===== src/design/plas_pkg.sv =====
// Shared types and constants for the periodic LED / ADC scheduler.
// Used by plas_ctrl, plas_dp and periodic_led_adc_scheduler; no dependencies.
`default_nettype none

package plas_pkg;

  // Morse table depth and the widths that follow from it
  localparam int SEQ_DEPTH = 256;
  localparam int SEQ_AW    = $clog2(SEQ_DEPTH);

  localparam int TICK_W  = 32;
  localparam int TICK_IW = $clog2(TICK_W);
  localparam int PER_W   = 16;
  localparam int DIT_W   = 16;
  localparam int DITS_W  = 8;
  localparam int POS_W   = 8;
  localparam int LEN_W   = 9;
  localparam int MODE_W  = 3;

  localparam logic [DIT_W-1:0] DIT_RESET = 16'd500;

  // Request codes
  localparam logic [MODE_W-1:0] MODE_TICK    = 3'd0;
  localparam logic [MODE_W-1:0] MODE_ADC_OFF = 3'd1;
  localparam logic [MODE_W-1:0] MODE_ADC_PER = 3'd2;
  localparam logic [MODE_W-1:0] MODE_LED_OFF = 3'd3;
  localparam logic [MODE_W-1:0] MODE_BLINK   = 3'd4;
  localparam logic [MODE_W-1:0] MODE_MORSE   = 3'd5;
  localparam logic [MODE_W-1:0] MODE_LOAD    = 3'd6;

  typedef struct packed {
    logic [MODE_W-1:0] mode;
    logic [PER_W-1:0]  period;
    logic [PER_W-1:0]  offset;
    logic              off_level;
    logic [LEN_W-1:0]  morse_length;
    logic [7:0]        entry_index;
    logic [DITS_W-1:0] entry_dits;
  } plas_in_t;

  typedef struct packed {
    logic led_level;
    logic led_changed;
    logic adc_fire;
    logic led_active;
    logic morse_active;
    logic rejected;
  } plas_out_t;

  // Controller to datapath
  typedef struct packed {
    logic capture;
    logic tick_step;
    logic led_advance;
    logic adc_off;
    logic led_off;
    logic set_rej;
    logic morse_start;
    logic tbl_write;
    logic div_start;
    logic div_step;
    logic align;
    logic tbl_read;
    logic morse_step;
    logic out_load;
  } plas_cmd_t;

  // Datapath to controller
  typedef struct packed {
    logic [MODE_W-1:0] mode;
    logic              period_zero;
    logic              length_zero;
    logic              led_hit;
    logic              morse_run;
    logic              div_last;
    logic              out_busy;
  } plas_sts_t;

endpackage

`default_nettype wire


===== src/design/plas_ctrl.sv =====
// Sequencing state machine for the scheduler: decodes each request and steps
// the datapath through tick, alignment divide and Morse table phases. Uses plas_pkg.
`default_nettype none

module plas_ctrl (
  input  logic                clk,
  input  logic                rst_n,
  input  logic                in_valid,
  output logic                in_stall,
  input  plas_pkg::plas_sts_t sts,
  output plas_pkg::plas_cmd_t cmd
);
  import plas_pkg::*;

  typedef enum logic [7:0] {
    S_IDLE   = 8'b0000_0001,
    S_DECODE = 8'b0000_0010,
    S_DIV    = 8'b0000_0100,
    S_ALIGN  = 8'b0000_1000,
    S_MEMRD  = 8'b0001_0000,
    S_MUL    = 8'b0010_0000,
    S_LEDADV = 8'b0100_0000,
    S_FINISH = 8'b1000_0000
  } plas_state_t;

  plas_state_t state_r, state_nxt;

  assign in_stall = (state_r != S_IDLE);

  always_comb begin
    cmd       = '0;
    state_nxt = state_r;
    case (state_r)
      S_IDLE: begin
        if (in_valid) begin
          cmd.capture = 1'b1;
          state_nxt   = S_DECODE;
        end
      end
      S_DECODE: begin
        state_nxt = S_FINISH;
        case (sts.mode)
          MODE_TICK: begin
            cmd.tick_step = 1'b1;
            if (sts.led_hit && sts.morse_run) begin
              state_nxt = S_MEMRD;
            end else if (sts.led_hit) begin
              cmd.led_advance = 1'b1;
            end
          end
          MODE_ADC_OFF: cmd.adc_off = 1'b1;
          MODE_ADC_PER, MODE_BLINK: begin
            if (sts.period_zero) begin
              cmd.set_rej = 1'b1;
            end else begin
              cmd.div_start = 1'b1;
              state_nxt     = S_DIV;
            end
          end
          MODE_LED_OFF: cmd.led_off = 1'b1;
          MODE_MORSE: begin
            if (sts.length_zero) begin
              cmd.set_rej = 1'b1;
            end else begin
              cmd.morse_start = 1'b1;
            end
          end
          MODE_LOAD: cmd.tbl_write = 1'b1;
          default: ;
        endcase
      end
      S_DIV: begin
        cmd.div_step = 1'b1;
        if (sts.div_last) begin
          state_nxt = S_ALIGN;
        end
      end
      S_ALIGN: begin
        cmd.align = 1'b1;
        state_nxt = S_FINISH;
      end
      S_MEMRD: begin
        cmd.tbl_read = 1'b1;
        state_nxt    = S_MUL;
      end
      S_MUL: begin
        cmd.morse_step = 1'b1;
        state_nxt      = S_LEDADV;
      end
      S_LEDADV: begin
        cmd.led_advance = 1'b1;
        state_nxt       = S_FINISH;
      end
      S_FINISH: begin
        // hold the result until the output register frees up
        if (!sts.out_busy) begin
          cmd.out_load = 1'b1;
          state_nxt    = S_IDLE;
        end
      end
      default: state_nxt = S_IDLE;
    endcase
  end

  always_ff @(posedge clk) begin
    if (!rst_n) begin
      state_r <= S_IDLE;
    end else begin
      state_r <= state_nxt;
    end
  end

  a_accept_decodes: assert property (@(posedge clk) disable iff (!rst_n)
    in_valid && !in_stall |=> state_r == S_DECODE)
    else $error("accepted request did not enter decode");

  a_align_after_div: assert property (@(posedge clk) disable iff (!rst_n)
    state_r == S_ALIGN |-> $past(state_r == S_DIV) && $past(sts.div_last))
    else $error("alignment reached before divide finished");

endmodule

`default_nettype wire


===== src/design/plas_dp.sv =====
// Datapath for the scheduler: tick counter, ADC and LED timers, restoring
// remainder unit, Morse table memory and result register. Uses plas_pkg.
`default_nettype none

module plas_dp (
  input  logic                 clk,
  input  logic                 rst_n,
  input  plas_pkg::plas_in_t   in_data,
  input  logic                 cfg_wr,
  input  logic [15:0]          cfg_data,
  input  plas_pkg::plas_cmd_t  cmd,
  output plas_pkg::plas_sts_t  sts,
  output logic                 out_valid,
  input  logic                 out_stall,
  output plas_pkg::plas_out_t  out_data
);
  import plas_pkg::*;

  plas_in_t            req_r;
  logic [DIT_W-1:0]    dit_r;
  logic [TICK_W-1:0]   tick_r;
  logic [TICK_W-1:0]   adc_next_r;
  logic [PER_W-1:0]    adc_period_r;
  logic                adc_run_r;
  logic [TICK_W-1:0]   led_next_r;
  logic [PER_W-1:0]    led_period_r;
  logic                led_on_r;
  logic                led_run_r;
  logic                morse_run_r;
  logic [POS_W-1:0]    morse_pos_r;
  logic [POS_W-1:0]    morse_last_r;
  logic [PER_W-1:0]    rem_r;
  logic [TICK_IW-1:0]  div_cnt_r;
  logic [DITS_W-1:0]   tbl_dout_r;
  logic                tbl_oob_r;
  logic                changed_r;
  logic                fire_r;
  logic                rej_r;
  logic                out_valid_r;
  plas_out_t           out_data_r;

  logic [DITS_W-1:0]   tbl_mem [SEQ_DEPTH];

  logic [TICK_W-1:0]   tick_inc;
  logic                adc_hit;
  logic                led_hit;
  logic [PER_W:0]      div_part;
  logic                div_ge;
  logic [PER_W-1:0]    rem_nxt;
  logic [TICK_W-1:0]   align_nxt;
  logic [LEN_W-1:0]    sat_len;
  logic [DITS_W-1:0]   tbl_dits;
  logic [DITS_W+DIT_W-1:0] mul_prod;
  logic                pos_ok;
  logic                idx_ok;

  assign tick_inc = tick_r + 1'b1;
  assign adc_hit  = adc_run_r && (tick_inc >= adc_next_r);
  assign led_hit  = led_run_r && (tick_inc >= led_next_r);

  // one restoring step: shift in the next dividend bit, subtract if it fits
  assign div_part = {rem_r, tick_r[TICK_IW'(TICK_W-1) - div_cnt_r]};
  assign div_ge   = (div_part >= {1'b0, req_r.period});
  assign rem_nxt  = div_ge ? PER_W'(div_part - {1'b0, req_r.period}) : div_part[PER_W-1:0];

  // next period boundary above the counter, plus offset
  assign align_nxt = tick_r - TICK_W'(rem_r) + TICK_W'(req_r.period)
                   + TICK_W'(req_r.offset);

  assign sat_len = (req_r.morse_length > LEN_W'(SEQ_DEPTH)) ? LEN_W'(SEQ_DEPTH)
                                                           : req_r.morse_length;

  assign tbl_dits = tbl_oob_r ? '0 : tbl_dout_r;
  assign mul_prod = tbl_dits * dit_r;

  assign pos_ok = ({1'b0, morse_pos_r} < (POS_W+1)'(SEQ_DEPTH));
  assign idx_ok = ({1'b0, req_r.entry_index} < 9'(SEQ_DEPTH));

  assign sts.mode        = req_r.mode;
  assign sts.period_zero = (req_r.period == '0);
  assign sts.length_zero = (req_r.morse_length == '0);
  assign sts.led_hit     = led_hit;
  assign sts.morse_run   = morse_run_r;
  assign sts.div_last    = (div_cnt_r == TICK_IW'(TICK_W-1));
  assign sts.out_busy    = out_valid_r && out_stall;

  assign out_valid = out_valid_r;
  assign out_data  = out_data_r;

  // request capture and remainder unit carry no reset
  always_ff @(posedge clk) begin
    if (cmd.capture) begin
      req_r <= in_data;
    end
    if (cmd.div_start) begin
      rem_r <= '0;
    end else if (cmd.div_step) begin
      rem_r <= rem_nxt;
    end
  end

  // Morse table
  always_ff @(posedge clk) begin
    if (cmd.tbl_write && idx_ok) begin
      tbl_mem[req_r.entry_index[SEQ_AW-1:0]] <= req_r.entry_dits;
    end
    if (cmd.tbl_read) begin
      tbl_dout_r <= tbl_mem[morse_pos_r[SEQ_AW-1:0]];
      tbl_oob_r  <= !pos_ok;
    end
  end

  always_ff @(posedge clk) begin
    if (!cmd.out_load || !(out_valid_r && out_stall)) begin
      if (cmd.out_load) begin
        out_data_r.led_level    <= led_on_r;
        out_data_r.led_changed  <= changed_r;
        out_data_r.adc_fire     <= fire_r;
        out_data_r.led_active   <= led_run_r;
        out_data_r.morse_active <= morse_run_r;
        out_data_r.rejected     <= rej_r;
      end
    end
  end

  always_ff @(posedge clk) begin
    if (!rst_n) begin
      dit_r        <= DIT_RESET;
      tick_r       <= '0;
      adc_next_r   <= '0;
      adc_period_r <= '0;
      adc_run_r    <= 1'b0;
      led_next_r   <= '0;
      led_period_r <= '0;
      led_on_r     <= 1'b0;
      led_run_r    <= 1'b0;
      morse_run_r  <= 1'b0;
      morse_pos_r  <= '0;
      morse_last_r <= '0;
      div_cnt_r    <= '0;
      changed_r    <= 1'b0;
      fire_r       <= 1'b0;
      rej_r        <= 1'b0;
      out_valid_r  <= 1'b0;
    end else begin
      if (cfg_wr) begin
        dit_r <= cfg_data;
      end

      if (cmd.capture) begin
        changed_r <= 1'b0;
        fire_r    <= 1'b0;
        rej_r     <= 1'b0;
      end

      if (cmd.tick_step) begin
        tick_r <= tick_inc;
        if (adc_hit) begin
          adc_next_r <= adc_next_r + TICK_W'(adc_period_r);
          fire_r     <= 1'b1;
        end
      end

      if (cmd.led_advance) begin
        led_next_r <= led_next_r + TICK_W'(led_period_r);
        led_on_r   <= !led_on_r;
        changed_r  <= 1'b1;
      end

      if (cmd.adc_off) begin
        adc_run_r <= 1'b0;
      end

      if (cmd.led_off) begin
        led_run_r   <= 1'b0;
        morse_run_r <= 1'b0;
        led_on_r    <= req_r.off_level;
        changed_r   <= 1'b1;
      end

      if (cmd.set_rej) begin
        rej_r <= 1'b1;
      end

      if (cmd.morse_start) begin
        morse_pos_r  <= '0;
        morse_last_r <= POS_W'(sat_len - 1'b1);
        led_on_r     <= 1'b0;
        led_next_r   <= tick_r;
        led_run_r    <= 1'b1;
        morse_run_r  <= 1'b1;
        changed_r    <= 1'b1;
      end

      if (cmd.div_start) begin
        div_cnt_r <= '0;
      end else if (cmd.div_step) begin
        div_cnt_r <= div_cnt_r + 1'b1;
      end

      if (cmd.align) begin
        if (req_r.mode == MODE_ADC_PER) begin
          adc_period_r <= req_r.period;
          adc_next_r   <= align_nxt;
          adc_run_r    <= 1'b1;
        end else begin
          led_period_r <= req_r.period;
          led_next_r   <= align_nxt;
          led_on_r     <= 1'b0;
          led_run_r    <= 1'b1;
          changed_r    <= 1'b1;
        end
      end

      // take the next table entry; stop after the last one
      if (cmd.morse_step) begin
        led_period_r <= mul_prod[PER_W-1:0];
        morse_pos_r  <= morse_pos_r + 1'b1;
        if (morse_pos_r == morse_last_r) begin
          morse_run_r <= 1'b0;
          led_run_r   <= 1'b0;
        end
      end

      if (cmd.out_load) begin
        out_valid_r <= 1'b1;
      end else if (out_valid_r && !out_stall) begin
        out_valid_r <= 1'b0;
      end
    end
  end

  a_tick_by_one: assert property (@(posedge clk) disable iff (!rst_n)
    $past(rst_n) && !$stable(tick_r) |-> tick_r == $past(tick_r) + 1'b1)
    else $error("tick counter moved by other than one");

  a_fire_on_tick: assert property (@(posedge clk) disable iff (!rst_n)
    cmd.out_load && fire_r |-> req_r.mode == MODE_TICK)
    else $error("ADC fire reported for a command request");

  a_morse_needs_led: assert property (@(posedge clk) disable iff (!rst_n)
    out_valid_r |-> !out_data_r.morse_active || out_data_r.led_active)
    else $error("Morse playback shown without LED activity");

endmodule

`default_nettype wire


===== src/design/periodic_led_adc_scheduler.sv =====
// Top level of the periodic LED / ADC scheduler: joins plas_ctrl and plas_dp.
// Depends on plas_pkg, plas_ctrl and plas_dp.
//
//   channel  | handshake            | payload
//   ---------+----------------------+----------------------------------
//   in_      | in_valid / in_stall  | in_data   (plas_in_t, one request)
//   out_     | out_valid / out_stall| out_data  (plas_out_t, one result)
//   cfg_     | cfg_valid / cfg_ready| cfg_data  (dit duration, 16 bits)
//
// A plain tick or command passes from accept through decode and finish; a tick that
// toggles the LED in Morse mode also goes through table read, 8x16 multiply and LED update.
// Adc periodic and blink also run the 32-step restoring remainder unit, then align.
// Synchronous active-low reset; the Morse table is not cleared and holds no valid bits.
// in_stall is high while a request is at work; a finished result waits in the output
// register, and the next request is taken while out_stall holds it.
`default_nettype none

module periodic_led_adc_scheduler (
  input  logic                clk,
  input  logic                rst_n,
  input  logic                in_valid,
  output logic                in_stall,
  input  plas_pkg::plas_in_t  in_data,
  output logic                out_valid,
  input  logic                out_stall,
  output plas_pkg::plas_out_t out_data,
  input  logic                cfg_valid,
  output logic                cfg_ready,
  input  logic [15:0]         cfg_data
);
  import plas_pkg::*;

  plas_cmd_t cmd;
  plas_sts_t sts;
  logic      cfg_wr;

  // configuration writes must land only while idle; the user ensures it, not the block, so always take them
  assign cfg_ready = 1'b1;
  assign cfg_wr    = cfg_valid && cfg_ready;

  plas_ctrl u_ctrl (
    .clk      (clk),
    .rst_n    (rst_n),
    .in_valid (in_valid),
    .in_stall (in_stall),
    .sts      (sts),
    .cmd      (cmd)
  );

  plas_dp u_dp (
    .clk       (clk),
    .rst_n     (rst_n),
    .in_data   (in_data),
    .cfg_wr    (cfg_wr),
    .cfg_data  (cfg_data),
    .cmd       (cmd),
    .sts       (sts),
    .out_valid (out_valid),
    .out_stall (out_stall),
    .out_data  (out_data)
  );

endmodule

`default_nettype wire

===== config.mk =====
export PLATFORM = sky130hd
export DESIGN_NAME = periodic_led_adc_scheduler
export DESIGN_NICKNAME = d
export VERILOG_FILES = /design/src/design/plas_pkg.sv /design/src/design/plas_ctrl.sv /design/src/design/plas_dp.sv /design/src/design/periodic_led_adc_scheduler.sv
export SDC_FILE = /design/constraint.sdc
export NUM_CORES = 2
export LEC_CHECK = 0
export BUFFER_PORTS_ARGS = -buffer_cell sky130_fd_sc_hd__buf_4
export CAP_MARGIN = 40
export CORE_UTILIZATION = 46
export DETAILED_ROUTE_END_ITERATION = 10
export GPL_TIMING_DRIVEN = 0
export PLACE_DENSITY = 0.61
export SYNTH_ARGS = -nofsm -noshare
export SYNTH_HDL_FRONTEND = slang
export SYNTH_SLANG_ARGS = --single-unit

===== constraint.sdc =====
create_clock -name clk -period 4.4 [get_ports clk]
set_input_delay 0.22 -clock clk [delete_from_list [all_inputs] [get_ports clk]]
set_output_delay 0.22 -clock clk [all_outputs]
set_load 0.02 [all_outputs]

==> flow_summary_export.csv <==
group,metric,value,unit
place,place_congestion,0.938,
synth,post-synth-top-count-cell,"edfxtp_1",
die,initial_utilization,0.464,
setup_path,startpoint_type,"register",
sta,report.final.slew_viol_count,0,
synth,post-synth-top-area-cell,"edfxtp_1",
sta,finalSetupViolCount,63,
synth,synth_area_in_xor_xnor,0.0147,
setup_path,worst_path_maximum_fanout,5,
final_layout,multiInputGateArea,31600,um^2
synth,synth_enable_flop_cells,2123,
setup_path,reg2reg_to,"u_dp.adc_next_r[21]",
power_and_ir_drop,power.ir.vdd_worst,0.000351,V
synth,synth_top_flop_cell,"edfxtp_1",
place,place_ws,-2.08,ns
synth,ys_async_sr_fraction,0,
synth,compound_cell_area_share_of_the_yosys_netlist,0.0333,
final_layout,regArea,67800,um^2
final_layout,final_nets,6753,
sta,grt_setup_unrepaired,"true",
status,status,"finished, violations left",
run,max-cap-violations,0,
setup_path,r2r_start,"u_dp.tick_r[10]",
place,dp_hpwl,206000,um
final_layout,areaGrowthSynthToFinish,19.0,%
clock_tree,clkSinkCount,2320,
sta,post-route-worst-setup-slack,-0.257,ns
synth,synth_top_family_by_area,"multiplexers",
clock_tree,clk_pin_slew,0.06,ns
setup_path,timing.critical_path.to_type,"register",
global_route,grt_antenna_before_repair,14,
min_path,hold_endpoint,"u_dp.req_r[38]",
route,vias,57200,
setup_path,crit_path_kind,"register to register",
sta,max-slew-margin-rel,0.327,
route,detail_route.wl_per_cell,30.5,um
synth,synth_seq_area_share,0.677,
global_route,grt_first_pass_wirelength,408000,um
route,final_antenna_net_count,0,
clock_tree,cts_max_level,4,
synth,synth_largest_type_area_fraction,0.637,
power_and_ir_drop,p_total,49.1,mW
place,port-buffer-count,87,
die,row_count,170,
min_path,holdCritPathClass,"primary input to register",
setup_path,rrSetupSlack,-0.26,ns
route,drtPass1Iterations,7,
clock_tree,worst_skew_pair.late_latency,0.92,ns
sta,finalClockSkew,0.0687,ns
clock_tree,max-clock-path-buffers,3,
sta,part_of_the_cycle_the_worst_path_needs,1.06,
sta,min_period,4.66,ns
power_and_ir_drop,power.density_cell_area,413,nW/um^2
setup_path,worst_ep_arrival_time,5.49,ns
synth,post_synth_and_or_nand_nor_area_fraction,0.0501,
die,placeableCoreArea,215000,um^2
synth,postSynthCellCount,5662,
final_layout,fillerInstances,16500,
synth,netlist_top_cells_count,"2123 x edfxtp_1, 690 x mux4_2, 462 x nor2_1, 264 x nand2_1, 249 x inv_1",
global_route,globalRouteTotalUtil,0.262,
global_route,grt_overflow_total,0,
synth,synth.net_count,6040,
route,finalWirelength,287000,um
synth,synth_mux_area_frac,0.160,
setup_path,critPathRequiredTime,5.23,ns
clock_tree,clock-root-buffer,"clkbuf_16",
synth,postSynthRegisterBits,2320,
die,area_of_the_die,219000,um^2
sta,hold_viol_final,0,
min_path,min_from,"in_data[38]",
global_route,first_global_vias,56500,
clock_tree,tritoncts,"yes",
final_layout,fraction_of_layout_cells_with_a_size_suffix_above_1,0.269,
synth,synth_warnings,0,
clock_tree,cts_made_buffers,233,
sta,max_freq,215,MHz
route,drt_iter0_drc,7020,
route,post-route-drc-count,0,
global_route,grt_start_max_net_pins,47,
synth,synthesis.area_per_instance,17.7,um^2
synth,number_of_unique_standard_cell_types_used_by_synthesis,78,
synth,adder_and_majority_gate_portion_of_the_synthesized_area,0.0441,
route,drt-vias-per-instance,6.08,
sta,worstMarginPinSlew,1.01,ns
synth,synth_area_leaders,"edfxtp_1 64%, mux4_2 16%, dfxtp_1 3.9%, ha_1 2.5%, fa_1 1.9%",
die,die_w,468,um
die,chipHeight,468,um
die,design.portCount,91,
power_and_ir_drop,power.leakage,38.6,nW
status,failed_checks,"negative setup slack",
setup_path,reg2reg_depth,19,
synth,mappedNetlistArea,100000,um^2
min_path,min_path_cells,2,
## flip-flops by register name, indices dropped and copies added (netlist names), 3 cells and up
name	cells
u_ctrl.state_r	8
u_dp.adc_next_r	32
u_dp.adc_period_r	16
u_dp.dit_r	16
u_dp.div_cnt_r	5
u_dp.led_next_r	32
u_dp.led_period_r	16
u_dp.morse_last_r	8
u_dp.morse_pos_r	8
u_dp.out_data	6
u_dp.rem_r	16
u_dp.req_r	58
u_dp.sts	3
u_dp.tbl_dout_r	8
u_dp.tbl_mem	2048
u_dp.tick_r	32
## per-stage QoR
stage	hold WS, ns	instances	util	setup TNS (ns)	instance area, um^2
after floorplan	0.319	5662	-	-0.00265	100000
after global placement	0.398	8587	0.484	-7685.93	104000
after detailed placement	0.399	8792	0.502	-159.81	108000
after CTS	0.000459	9381	0.549	-1.48	118000
after global routing	0.0344	9412	0.553	-16.19	119000
final	0.0503	9420	0.553	-7.96	119000
## worst max-delay path: stages, from the launching register on
cell	delay (ns)
dfxtp_4	0.35
nand4_1	0.12
buf_4	0.17
nor4_4	0.25
nand4_1	0.25
nor2_4	0.23
and3_4	0.26
buf_12	0.11
xnor2_4	0.10
ha_4	0.30
nand4_1	0.26
nor4_4	0.46
nand2_2	0.16
a311oi_4	0.33
o211a_1	0.25
and4_4	0.25
buf_8	0.14
nor4b_4	0.21
xnor2_1	0.11
a211oi_1	0.25
## cell families (layout without fill, tap and decap cells)
kind of cell / Yosys count / after routing
AOI/OAI and AO/OA: 510 / 510
xor gates and xnor gates: 168 / 168
adders and majority gates: 296 / 296
buffers and inverters: 527 / 1437
DFF: 2320 / 2320
muxes: 741 / 741
other: 1 / 11
and+or+nand+nor: 1099 / 1099
## worst max path at each step
stage	startpoint	to	slack (ns)	cells after the start
CTS	u_dp.tbl_dout_r[2]	u_dp.led_period_r[15]	-0.28	17
global placement	u_dp.req_r[3]	u_dp.tbl_mem[116][3]	-4.09	0
detailed placement	u_dp.tick_r[7]	u_dp.led_next_r[8]	-2.08	21
finish	u_dp.tick_r[10]	u_dp.adc_next_r[21]	-0.26	19
global route	u_dp.tick_r[10]	u_dp.led_next_r[31]	-0.36	18
floorplan	u_dp.dit_r[4]	u_dp.led_period_r[15]	-0.003	17
## power breakdown
group	internal (mW)	switching, mW	total, mW
clock network	10.9	8.60	19.5
logic	1.87	2.90	4.76
registers	24.6	0.235	24.8
total	37.4	11.7	49.1
## per-layer routing
metal	vias to the layer above	global-route usage	part of all wire
li1	23900	-	-
met1	30200	0.373	0.41
met2	2618	0.411	0.47
met3	467	0.0492	0.087
met4	4	0.0837	0.033
met5	-	0	0.000094
## area by class of cell
cell class / count / area share
sequential: 2320 / 0.569
multi-input combinational: 2815 / 0.266
timing repair buffer: 491 / 0.0532
clock buffer: 297 / 0.0515
tap: 2838 / 0.0298
buffer: 265 / 0.0118
clock inverter: 135 / 0.0110
inverter: 249 / 0.00787
antenna: 10 / 0.000210
## timing repair
action | CTS | global route
pin swaps | 84 | 104
setup endpoints to repair | 483 | 313
buffers inserted | 60 | 28
hold endpoints to repair | 93 | 0
gates cloned | 6 | 2
hold buffers | 101 | 0
resized for setup | 292 | 159
## cell usage in the layout, fill, tap and decap left out, types with 44 or more instances in the layout
cell type / instances
clkinv_2: 44
clkbuf_1: 190
nor2_1: 415
nand3_1: 52
a21oi_1: 132
buf_16: 82
mux4_2: 690
clkinv_1: 46
mux2i_1: 45
buf_6: 55
ha_1: 187
inv_1: 239
nor3_1: 46
clkbuf_16: 239
edfxtp_1: 2123
nand2_1: 255
buf_4: 216
o21ai_0: 77
buf_8: 63
dfxtp_1: 178
dlygate4sd3_1: 101
clkbuf_2: 45
and2_1: 53
fa_1: 90
xnor2_1: 122
Power figures use the tool's default switching activity.
